[src/rtl/pcs_pkg.sv]
// Package for the pointer count scaler: widths, register codes, reset values and shared types.
// Every other file of the block depends on it through scoped names.
package pcs_pkg;

    // Fixed-point format and saturation limits.
    localparam int FRACTION_BITS = 8;
    localparam int COUNT_LIMIT   = 512;
    localparam int PIXEL_LIMIT   = 512;

    // Fixed field widths.
    localparam int RAW_W   = 16;
    localparam int PIXEL_W = 11;
    localparam int MULT_W  = 12;
    localparam int STEP_W  = 4;

    // Configuration port.
    localparam int CFG_INDEX_W = 3;
    localparam int CFG_DATA_W  = 12;

    // Derived datapath widths.
    localparam int COUNT_W      = $clog2(COUNT_LIMIT + 1) + 1;
    localparam int CURVE_GAIN_W = FRACTION_BITS + 2;
    localparam int GAIN_W       = (MULT_W > CURVE_GAIN_W) ? MULT_W : CURVE_GAIN_W;
    localparam int PROD_W       = COUNT_W + GAIN_W + 1;
    localparam int SUM_W        = PROD_W + 1;
    localparam int REM_W        = FRACTION_BITS + 1;

    // Register indexes on the configuration port.
    typedef enum logic [CFG_INDEX_W-1:0] {
        CFG_CURVE_MODE   = 3'd0,
        CFG_MULTIPLIER   = 3'd1,
        CFG_CURVE_STEP   = 3'd2,
        CFG_CARRY_ENABLE = 3'd3
    } cfg_index_t;

    // Register reset values.
    localparam logic              RST_CURVE_MODE   = 1'b0;
    localparam logic [MULT_W-1:0] RST_MULTIPLIER   = 12'd256;
    localparam logic [STEP_W-1:0] RST_CURVE_STEP   = 4'd2;
    localparam logic              RST_CARRY_ENABLE = 1'b1;

    // Configuration register bank.
    typedef struct packed {
        logic              curve_mode;
        logic [MULT_W-1:0] multiplier;
        logic [STEP_W-1:0] curve_step;
        logic              carry_enable;
    } cfg_t;

    // Control from the pipeline to the accumulator.
    typedef struct packed {
        logic advance;
        logic zero_count;
        logic carry;
    } acc_ctrl_t;

endpackage

[src/rtl/pcs_in_if.sv]
// Input channel of the pointer count scaler: valid/ready plus the raw count.
// Depends on pcs_pkg.
interface pcs_in_if;
    logic                              valid;
    logic                              ready;
    logic signed [pcs_pkg::RAW_W-1:0]  raw_count;

    modport source (output valid, output raw_count, input ready);
    modport sink (input valid, input raw_count, output ready);
endinterface

[src/rtl/pcs_out_if.sv]
// Output channel of the pointer count scaler: valid/ready plus the pixel move.
// Depends on pcs_pkg.
interface pcs_out_if;
    logic                               valid;
    logic                               ready;
    logic signed [pcs_pkg::PIXEL_W-1:0] pixel_move;

    modport source (output valid, output pixel_move, input ready);
    modport sink (input valid, input pixel_move, output ready);
endinterface

[src/rtl/pcs_cfg_regs.sv]
// Configuration register bank of the pointer count scaler.
// Depends on pcs_pkg.
module pcs_cfg_regs (
    input  logic                               clk,
    input  logic                               rst_n,
    input  logic                               cfg_we,
    input  logic [pcs_pkg::CFG_INDEX_W-1:0]    cfg_index,
    input  logic [pcs_pkg::CFG_DATA_W-1:0]     cfg_data,
    output pcs_pkg::cfg_t                      cfg
);

    pcs_pkg::cfg_t cfg_reg;
    pcs_pkg::cfg_t cfg_next;

    // Decode a write; an unknown index leaves the bank unchanged.
    always_comb
    begin
        cfg_next = cfg_reg;
        if (cfg_we)
        begin
            unique case (cfg_index)
                pcs_pkg::CFG_CURVE_MODE:   cfg_next.curve_mode   = cfg_data[0];
                pcs_pkg::CFG_MULTIPLIER:   cfg_next.multiplier   =
                    cfg_data[pcs_pkg::MULT_W-1:0];
                pcs_pkg::CFG_CURVE_STEP:   cfg_next.curve_step   =
                    cfg_data[pcs_pkg::STEP_W-1:0];
                pcs_pkg::CFG_CARRY_ENABLE: cfg_next.carry_enable = cfg_data[0];
                default:                   cfg_next = cfg_reg;
            endcase
        end
    end

    always_ff @(posedge clk or negedge rst_n)
    begin
        if (!rst_n)
        begin
            cfg_reg.curve_mode   <= pcs_pkg::RST_CURVE_MODE;
            cfg_reg.multiplier   <= pcs_pkg::RST_MULTIPLIER;
            cfg_reg.curve_step   <= pcs_pkg::RST_CURVE_STEP;
            cfg_reg.carry_enable <= pcs_pkg::RST_CARRY_ENABLE;
        end
        else
        begin
            cfg_reg <= cfg_next;
        end
    end

    assign cfg = cfg_reg;

endmodule

[src/rtl/pcs_gain_select.sv]
// Count saturation and gain selection (direct multiplier or stepped curve).
// Depends on pcs_pkg.
module pcs_gain_select (
    input  pcs_pkg::cfg_t                       cfg,
    input  logic signed [pcs_pkg::RAW_W-1:0]    raw_count,
    output logic signed [pcs_pkg::COUNT_W-1:0]  count,
    output logic [pcs_pkg::GAIN_W-1:0]          gain
);

    localparam int RW  = pcs_pkg::RAW_W;
    localparam int CW  = pcs_pkg::COUNT_W;
    localparam int CGW = pcs_pkg::CURVE_GAIN_W;
    localparam int GW  = pcs_pkg::GAIN_W;
    localparam int FB  = pcs_pkg::FRACTION_BITS;

    logic [RW-1:0]  mag;
    logic [RW-1:0]  mag_adj;
    logic [CW-2:0]  mag_lim;
    logic [2:0]     step_eff;
    logic [CGW-1:0] curve_gain;

    // Magnitude of the count; the most negative count still fits unsigned.
    assign mag = raw_count[RW-1] ? RW'(-raw_count) : RW'(raw_count);

    // The curve maps a magnitude of two to three; one stays one.
    assign mag_adj = (cfg.curve_mode && mag == RW'(2)) ? RW'(3) : mag;

    // Saturate the magnitude, then put the sign back.
    assign mag_lim = (mag_adj > RW'(pcs_pkg::COUNT_LIMIT)) ?
                     (CW-1)'(pcs_pkg::COUNT_LIMIT) : mag_adj[CW-2:0];
    assign count   = raw_count[RW-1] ? -$signed({1'b0, mag_lim}) : $signed({1'b0, mag_lim});

    // Curve gain: 1 + step/2 (step 0 or >3 acts as 4), + 1/2 for fast motion.
    assign step_eff   = (cfg.curve_step >= 4'd1 && cfg.curve_step <= 4'd3) ?
                        cfg.curve_step[2:0] : 3'd4;
    assign curve_gain = (CGW'(1) << FB) + (CGW'(step_eff) << (FB - 1))
                      + ((mag_adj > RW'(4)) ? (CGW'(1) << (FB - 1)) : CGW'(0));

    assign gain = cfg.curve_mode ? GW'(curve_gain) : GW'(cfg.multiplier);

endmodule

[src/rtl/pcs_accum.sv]
// Multiply, sub-pixel remainder accumulation, truncating divide and output clamp.
// Holds the remainder register. Depends on pcs_pkg.
module pcs_accum (
    input  logic                                clk,
    input  logic                                rst_n,
    input  pcs_pkg::acc_ctrl_t                  ctrl,
    input  logic signed [pcs_pkg::COUNT_W-1:0]  count,
    input  logic [pcs_pkg::GAIN_W-1:0]          gain,
    output logic signed [pcs_pkg::PIXEL_W-1:0]  pixel_move,
    output logic signed [pcs_pkg::REM_W-1:0]    remainder
);

    localparam int FB  = pcs_pkg::FRACTION_BITS;
    localparam int PW  = pcs_pkg::PROD_W;
    localparam int SW  = pcs_pkg::SUM_W;
    localparam int RMW = pcs_pkg::REM_W;
    localparam logic signed [SW-1:0] PIX_MAX = SW'(pcs_pkg::PIXEL_LIMIT);
    localparam logic signed [SW-1:0] PIX_MIN = -SW'(pcs_pkg::PIXEL_LIMIT);

    logic signed [RMW-1:0]           remainder_reg;
    logic signed [RMW-1:0]           remainder_next;
    logic signed [pcs_pkg::GAIN_W:0] gain_s;
    logic signed [PW-1:0]            product;
    logic signed [RMW-1:0]           rem_used;
    logic signed [SW-1:0]            sum;
    logic signed [SW-1:0]            quotient;
    logic signed [SW-1:0]            pix_clamped;
    logic [FB-1:0]                   frac;
    logic                            round_up;
    logic signed [RMW-1:0]           rest;
    logic signed [RMW-1:0]           rem_bias;
    logic signed [RMW-1:0]           rem_half;

    // Scale the count and add the kept remainder when carry is on.
    assign gain_s   = $signed({1'b0, gain});
    assign product  = PW'(count) * PW'(gain_s);
    assign rem_used = ctrl.carry ? remainder_reg : '0;
    assign sum      = SW'(product) + SW'(rem_used);

    // Truncate toward zero: a negative sum with a fraction rounds the floor up.
    assign frac     = sum[FB-1:0];
    assign round_up = sum[SW-1] && (frac != '0);
    assign quotient = (sum >>> FB) + $signed({{(SW-1){1'b0}}, round_up});
    assign rest     = round_up ? $signed({1'b1, frac}) : $signed({1'b0, frac});

    // Saturate the whole-pixel result.
    always_comb
    begin
        priority if (quotient > PIX_MAX)
            pix_clamped = PIX_MAX;
        else if (quotient < PIX_MIN)
            pix_clamped = PIX_MIN;
        else
            pix_clamped = quotient;
    end

    assign pixel_move = ctrl.zero_count ? '0 : pcs_pkg::PIXEL_W'(pix_clamped);

    // A zero count halves the remainder toward zero.
    assign rem_bias = remainder_reg + $signed({{(RMW-1){1'b0}}, remainder_reg[RMW-1]});
    assign rem_half = rem_bias >>> 1;

    // The remainder moves only for a processed request with carry enabled.
    always_comb
    begin
        remainder_next = remainder_reg;
        if (ctrl.advance && ctrl.carry)
            remainder_next = ctrl.zero_count ? rem_half : rest;
    end

    always_ff @(posedge clk or negedge rst_n)
    begin
        if (!rst_n)
            remainder_reg <= '0;
        else
            remainder_reg <= remainder_next;
    end

    assign remainder = remainder_reg;

endmodule

[src/rtl/pointer_count_scaler.sv]
// Pointer count scaler top level: input register, scaling datapath, result register.
// A request goes from the input register through the datapath into the result register.
// Throughput: one request per cycle unless output stalls; the remainder loop keeps up.
// A stalled result holds one more request in the input register before the input stalls.
// Reset clears the valid flags and remainder and loads the config reset values at once.
// Depends on pcs_pkg, pcs_in_if, pcs_out_if, pcs_cfg_regs, pcs_gain_select and pcs_accum.
module pointer_count_scaler (
    input  logic                               clk,
    input  logic                               rst_n,
    input  logic                               cfg_we,
    input  logic [pcs_pkg::CFG_INDEX_W-1:0]    cfg_index,
    input  logic [pcs_pkg::CFG_DATA_W-1:0]     cfg_data,
    pcs_in_if.sink                             in_ch,
    pcs_out_if.source                          out_ch
);

    pcs_pkg::cfg_t                        cfg;
    pcs_pkg::acc_ctrl_t                   acc_ctrl;
    logic                                 in_valid_reg;
    logic                                 in_valid_next;
    logic signed [pcs_pkg::RAW_W-1:0]     in_raw_reg;
    logic                                 out_valid_reg;
    logic                                 out_valid_next;
    logic signed [pcs_pkg::PIXEL_W-1:0]   out_pixel_reg;
    logic                                 advance;
    logic                                 in_take;
    logic signed [pcs_pkg::COUNT_W-1:0]   count;
    logic [pcs_pkg::GAIN_W-1:0]           gain;
    logic signed [pcs_pkg::PIXEL_W-1:0]   pixel_move;
    logic signed [pcs_pkg::REM_W-1:0]     remainder;

    // Configuration registers.
    pcs_cfg_regs u_cfg_regs (
        .clk       (clk),
        .rst_n     (rst_n),
        .cfg_we    (cfg_we),
        .cfg_index (cfg_index),
        .cfg_data  (cfg_data),
        .cfg       (cfg)
    );

    // Handshake: the held request moves on whenever the result slot is free.
    assign advance     = in_valid_reg && (!out_valid_reg || out_ch.ready);
    assign in_ch.ready = !in_valid_reg || advance;
    assign in_take     = in_ch.valid && in_ch.ready;

    assign in_valid_next  = in_take ? 1'b1 : (advance ? 1'b0 : in_valid_reg);
    assign out_valid_next = advance ? 1'b1 : (out_ch.ready ? 1'b0 : out_valid_reg);

    always_ff @(posedge clk or negedge rst_n)
    begin
        if (!rst_n)
        begin
            in_valid_reg  <= 1'b0;
            out_valid_reg <= 1'b0;
        end
        else
        begin
            in_valid_reg  <= in_valid_next;
            out_valid_reg <= out_valid_next;
        end
    end

    // Payload registers carry no reset.
    always_ff @(posedge clk)
    begin
        if (in_take)
            in_raw_reg <= in_ch.raw_count;
        if (advance)
            out_pixel_reg <= pixel_move;
    end

    // Count saturation and gain.
    pcs_gain_select u_gain_select (
        .cfg       (cfg),
        .raw_count (in_raw_reg),
        .count     (count),
        .gain      (gain)
    );

    // Accumulate with the sub-pixel remainder and divide.
    assign acc_ctrl.advance    = advance;
    assign acc_ctrl.zero_count = (in_raw_reg == '0);
    assign acc_ctrl.carry      = cfg.carry_enable;

    pcs_accum u_accum (
        .clk        (clk),
        .rst_n      (rst_n),
        .ctrl       (acc_ctrl),
        .count      (count),
        .gain       (gain),
        .pixel_move (pixel_move),
        .remainder  (remainder)
    );

    assign out_ch.valid      = out_valid_reg;
    assign out_ch.pixel_move = out_pixel_reg;

`ifndef SYNTHESIS
    // The kept remainder stays strictly inside one whole pixel.
    assert property (@(posedge clk) disable iff (!rst_n)
        (remainder <= $signed(pcs_pkg::REM_W'((1 << pcs_pkg::FRACTION_BITS) - 1)))
        && (remainder >= -$signed(pcs_pkg::REM_W'((1 << pcs_pkg::FRACTION_BITS) - 1))))
        else $error("sub-pixel remainder out of range");

    // With carry off a processed request leaves the remainder alone.
    assert property (@(posedge clk) disable iff (!rst_n)
        (advance && !cfg.carry_enable) |=> $stable(remainder))
        else $error("remainder changed with carry disabled");

    // A zero count gives a zero move.
    assert property (@(posedge clk) disable iff (!rst_n)
        (advance && in_raw_reg == '0) |=> (out_ch.valid && out_ch.pixel_move == '0))
        else $error("zero count did not give a zero move");

    // A presented result is within the pixel limit.
    assert property (@(posedge clk) disable iff (!rst_n)
        out_ch.valid |-> ((out_ch.pixel_move <= $signed(pcs_pkg::PIXEL_W'(pcs_pkg::PIXEL_LIMIT)))
        && (out_ch.pixel_move >= -$signed(pcs_pkg::PIXEL_W'(pcs_pkg::PIXEL_LIMIT)))))
        else $error("pixel move beyond limit");
`endif

endmodule
[src/flat_wrapper.sv]
// flat-port wrapper written by rule: the top's interface ports become plain ports
module pointer_count_scaler_flat 
  (clk, rst_n, cfg_we, cfg_index, cfg_data, in_ch_valid, in_ch_raw_count, in_ch_ready, out_ch_valid, out_ch_pixel_move, out_ch_ready);
  pcs_in_if in_ch_i ();
  pcs_out_if out_ch_i ();
  input  logic clk;
  input  logic rst_n;
  input  logic cfg_we;
  input  logic [pcs_pkg::CFG_INDEX_W-1:0] cfg_index;
  input  logic [pcs_pkg::CFG_DATA_W-1:0] cfg_data;
  input wire logic [$bits(in_ch_i.valid)-1:0] in_ch_valid;
  input wire logic [$bits(in_ch_i.raw_count)-1:0] in_ch_raw_count;
  output wire logic [$bits(in_ch_i.ready)-1:0] in_ch_ready;
  output wire logic [$bits(out_ch_i.valid)-1:0] out_ch_valid;
  output wire logic [$bits(out_ch_i.pixel_move)-1:0] out_ch_pixel_move;
  input wire logic [$bits(out_ch_i.ready)-1:0] out_ch_ready;
  assign in_ch_i.valid = in_ch_valid;
  assign in_ch_i.raw_count = in_ch_raw_count;
  assign in_ch_ready = in_ch_i.ready;
  assign out_ch_valid = out_ch_i.valid;
  assign out_ch_pixel_move = out_ch_i.pixel_move;
  assign out_ch_i.ready = out_ch_ready;
  pointer_count_scaler u_core (.clk(clk), .rst_n(rst_n), .cfg_we(cfg_we), .cfg_index(cfg_index), .cfg_data(cfg_data), .in_ch(in_ch_i), .out_ch(out_ch_i));
endmodule
[config.mk]
export PLATFORM = sky130hd
export DESIGN_NAME = pointer_count_scaler_flat
export DESIGN_NICKNAME = d
export VERILOG_FILES = /design/src/rtl/pcs_pkg.sv /design/src/rtl/pcs_in_if.sv /design/src/rtl/pcs_out_if.sv /design/src/rtl/pcs_cfg_regs.sv /design/src/rtl/pcs_gain_select.sv /design/src/rtl/pcs_accum.sv /design/src/rtl/pointer_count_scaler.sv /design/src/flat_wrapper.sv
export SDC_FILE = /design/constraint.sdc
export NUM_CORES = 1
export LEC_CHECK = 0
export ABC_AREA = 1
export BUFFER_PORTS_ARGS = -buffer_cell sky130_fd_sc_hd__buf_2
export CORE_MARGIN = 4
export CORE_UTILIZATION = 45
export DETAILED_ROUTE_END_ITERATION = 10
export SLEW_MARGIN = 15
export SYNTH_ARGS = -nofsm -noshare
export SYNTH_HDL_FRONTEND = slang
export SYNTH_SLANG_ARGS = --single-unit
[constraint.sdc]
create_clock -name clk -period 8.6 [get_ports clk]
set_input_delay 0.43 -clock clk [delete_from_list [all_inputs] [get_ports clk]]
set_output_delay 0.43 -clock clk [all_outputs]
set_load 0.02 [all_outputs]
==> impl_metrics.toml <==
[route]
detailedRoute.firstIterationViolations = 506
count_of_tritonroute_iterations_in_the_first_routing_pass = 5
avg_vias_per_cell = 5.02
vias = 9008
average_routed_wire_per_standard_cell_um = 14.8
ant_nets = 0
drc = 0
wirelength_um = 26600

[place]
place_congestion = 0.952
dp_slack_ns = -0.215
port_buffers = 48
dp_hpwl_um = 22300

[synth]
synth-edff-count = 27
flip_flop_and_latch_count_after_synthesis = 56
proportion_of_netlist_area_held_by_the_largest_area_contributor_pct = 23.3
syn_std_cell_area_mm2 = 0.00978
post_synth_net_total = 1612
syn_avg_cell_area_um2 = 7.05
post_synth_main_area_contributors = "sky130_fd_sc_hd__fa_1 23%, sky130_fd_sc_hd__nand2_1 15%, sky130_fd_sc_hd__inv_1 12%, sky130_fd_sc_hd__ha_1 9.6%, sky130_fd_sc_hd__edfxtp_1 8.3%"
synth_largest_area_cell = "sky130_fd_sc_hd__fa_1"
post_synth_inst_count = 1387
yosys_most_used_dff = "sky130_fd_sc_hd__edfxtp_1"
unique_masters_post_synth = 48
fraction_of_synthesis_flops_using_an_asynchronous_set_or_reset_pin_pct = 51.8
synthesis.yosys.warnings = 0
synth-seq-area-share_pct = 15.7

[setup_path]
cpPeakStageDelay_ns = 0.56
crit_arrival_ns = 8.50
crit_slowest_cell = "sky130_fd_sc_hd__fa_1"
critical_path_required_ns = 8.78
maximum_net_fanout_on_the_critical_path = 6
path_common_cell = "sky130_fd_sc_hd__nand2_1"
worst_setup_path_end_kind = "flop"
critical_path.startpoint_type = "flop"
critPathKind = "reg -> reg"

[pwr]
vdd_ir_drop_max_mv = 0.139
p_leak_nw = 6.26
post-layout-total-power_mw = 3.52
power.density_mw_per_mm2 = 298

[grt]
grt_first_pass_wirelength_um = 44100
grt_start_max_net_pins = 30
first_global_vias = 9147
grt_usage_pct = 22.2
initial_antenna_violation_count = 0
grt-ovfl-total = 0

[timing]
setup_ws_ns = 0.281
grt_setup_unrepaired = "true"
clock-skew-final_ns = 0.0161
layout_worst_path_cycle_share_pct = 96.7
finalSetupTns_ns = 0
setup_viol_count_final = 0
worst_hold_slack_ns = 0.127
final_max_slew_viol_count = 0
layout_min_cycle_time_ns = 8.32
tightestPinTransition_ns = 1.01
timing.slew.headroom_pct = 32.2
achievable-frequency_mhz = 120
timing.final.hold_violations = 0

[clocking]
clock_path_buffers = 2
htree_levels = 2
cts_tree = "yes"
cts.clk_slew.worst_paths_ns = 0.09
ctsHoldBuffers = 0
worst_skew_pair.late_latency_ns = 0.31
cts_sinks = 56
cts_inserted_buffers = 5
cts_root_buf = "sky130_fd_sc_hd__clkbuf_16"

[floorplanning]
ioPinCount = 49
die_y_um = 155
die_w_um = 155
core_mm2 = 0.0212
initial_core_util_pct = 46.1
dieArea_mm2 = 0.0242
floorplan.rows = 53

[run_status]
outcome = "finished, final reports clean"

[hold_path]
min_path_type = "in -> async"

[finish]
area_delta_synth_final_pct = 20.9
final.fill_count = 2070
n_antenna_cell = 0
largest_register_ffs = 18
final_layout_size_suffix_gt1_share_pct = 23.1
num-nets-final = 1743

[run]
max_cap_violations = 0
[placed cells by master, fill, tap and decap left out, types with 5 or more instances in the layout]
master	instances
sky130_fd_sc_hd__a21boi_1	5
sky130_fd_sc_hd__a21oi_1	29
sky130_fd_sc_hd__a21oi_2	7
sky130_fd_sc_hd__buf_2	48
sky130_fd_sc_hd__buf_4	87
sky130_fd_sc_hd__buf_6	5
sky130_fd_sc_hd__clkbuf_16	5
sky130_fd_sc_hd__dfrtp_1	26
sky130_fd_sc_hd__edfxtp_1	27
sky130_fd_sc_hd__fa_1	106
sky130_fd_sc_hd__fa_2	8
sky130_fd_sc_hd__ha_1	60
sky130_fd_sc_hd__ha_4	13
sky130_fd_sc_hd__inv_1	292
sky130_fd_sc_hd__inv_2	33
sky130_fd_sc_hd__mux2_2	6
sky130_fd_sc_hd__nand2_1	358
sky130_fd_sc_hd__nand2_2	33
sky130_fd_sc_hd__nand2_4	9
sky130_fd_sc_hd__nand3_1	93
sky130_fd_sc_hd__nand3_2	13
sky130_fd_sc_hd__nand3b_1	9
sky130_fd_sc_hd__nand4_1	17
sky130_fd_sc_hd__nor2_1	90
sky130_fd_sc_hd__nor2_2	32
sky130_fd_sc_hd__nor2_4	13
sky130_fd_sc_hd__o21ai_0	24
sky130_fd_sc_hd__xor2_1	10
[worst max-delay path: cells and delay by family, from the launching register on]
| kind | cells | cell delay [ns] |
|---|---|---|
| fa+ha+maj | 9 | 3.25 |
| simple gates | 35 | 3.19 |
| buf+inv | 12 | 0.80 |
| flops | 1 | 0.41 |
| compound gates | 2 | 0.37 |
| xor+xnor | 1 | 0.13 |
[kinds of logic after synthesis]
logic type | count (synthesis) | synth area share, %
mux | 6 | 0.691
flops | 56 | 15.7
buf+inv | 349 | 13.6
fa+ha+maj | 189 | 32.9
xor+xnor | 17 | 1.75
compound gates | 85 | 5.00
simple gates | 685 | 30.3
[path summary, 6_finish.rpt]
path | from | endpoint | slack, ns | cells past startpoint
worst min register to register | u_core.u_cfg_regs.cfg[4] | u_core.u_cfg_regs.cfg[4] | 0.50 | 2
max in group asynchronous | rst_n | u_core.u_cfg_regs.cfg[15] | 8.03 | 1
worst max register to register | u_core.in_raw_reg[0] | u_core.out_ch.pixel_move[1] | 0.28 | 59
worst max-delay path | u_core.in_raw_reg[0] | u_core.out_ch.pixel_move[1] | 0.28 | 59
min in group clk | in_ch_raw_count[4] | u_core.in_raw_reg[4] | 0.30 | 1
worst min-delay path | rst_n | u_core.u_accum.remainder[4] | 0.13 | 1
[layer usage]
| metal | GRT usage, % | vias up | wire [um] |
|---|---|---|---|
| li1 | - | 4488 | - |
| met1 | 29.2 | 4251 | 11700 |
| met2 | 39.5 | 226 | 13200 |
| met3 | 2.34 | 43 | 1090 |
| met4 | 5.25 | 0 | 639 |
| met5 | 0 | - | 0 |
[power by group]
| group | total (mW) | internal (mW) | switching, mW |
|---|---|---|---|
| Sequential | 0.385 | 0.349 | 0.0361 |
| Clock | 0.221 | 0.111 | 0.110 |
| Combinational | 2.92 | 1.11 | 1.81 |
| Total | 3.52 | 1.57 | 1.95 |
[cell type report]
type | instances | area [um^2] | share of cell area (%)
clock buffer | 5 | 125 | 1.06
sequential | 56 | 1540 | 13.0
inverter | 329 | 1240 | 10.5
multi-input combinational | 984 | 7570 | 63.9
timing repair buffer | 142 | 990 | 8.37
tap | 275 | 344 | 2.91
clock inverter | 3 | 26.3 | 0.222
[synthesized netlist by cell type, types with 2 or more instances]
| library cell | instances |
|---|---|
| sky130_fd_sc_hd__nand4_1 | 17 |
| sky130_fd_sc_hd__nand3_2 | 6 |
| sky130_fd_sc_hd__buf_4 | 2 |
| sky130_fd_sc_hd__nor3_1 | 4 |
| sky130_fd_sc_hd__nand2_1 | 392 |
| sky130_fd_sc_hd__inv_2 | 6 |
| sky130_fd_sc_hd__xor2_2 | 2 |
| sky130_fd_sc_hd__a21oi_1 | 37 |
| sky130_fd_sc_hd__clkbuf_1 | 11 |
| sky130_fd_sc_hd__nor2_2 | 12 |
| sky130_fd_sc_hd__nor4_1 | 2 |
| sky130_fd_sc_hd__inv_1 | 320 |
| sky130_fd_sc_hd__xor2_1 | 12 |
| sky130_fd_sc_hd__o21ai_0 | 25 |
| sky130_fd_sc_hd__fa_1 | 114 |
| sky130_fd_sc_hd__o21ai_1 | 4 |
| sky130_fd_sc_hd__nand4_2 | 3 |
| sky130_fd_sc_hd__a21boi_1 | 6 |
| sky130_fd_sc_hd__dfrtp_1 | 26 |
| sky130_fd_sc_hd__nand3_1 | 103 |
| sky130_fd_sc_hd__clkinv_1 | 3 |
| sky130_fd_sc_hd__o31ai_1 | 2 |
| sky130_fd_sc_hd__edfxtp_1 | 27 |
| sky130_fd_sc_hd__nor2_1 | 120 |
| sky130_fd_sc_hd__nand3b_1 | 9 |
| sky130_fd_sc_hd__mux2_2 | 6 |
| sky130_fd_sc_hd__nor2_4 | 3 |
| sky130_fd_sc_hd__o211ai_1 | 4 |
| sky130_fd_sc_hd__buf_2 | 6 |
| sky130_fd_sc_hd__nand2_2 | 8 |
| sky130_fd_sc_hd__xnor2_1 | 2 |
| sky130_fd_sc_hd__dfstp_2 | 3 |
| sky130_fd_sc_hd__ha_1 | 75 |
[through the flow]
step                instances  utilization, %  instance area [um^2]
floorplan                1387               -                  9780
global placement         1761            51.0                 10800
detailed placement       1761            51.0                 10800
CTS                      1771            52.1                 11000
global route             1794            55.8                 11800
finish                   1794            55.8                 11800
[what timing repair did]
action,in CTS,in global routing
cloned,0,2
pin swaps,6,111
endpoints found under the hold margin,0,0
resized for setup,21,162
buffers inserted,2,21
setup endpoints to repair,11,11
(Power assumes the default switching activity.)
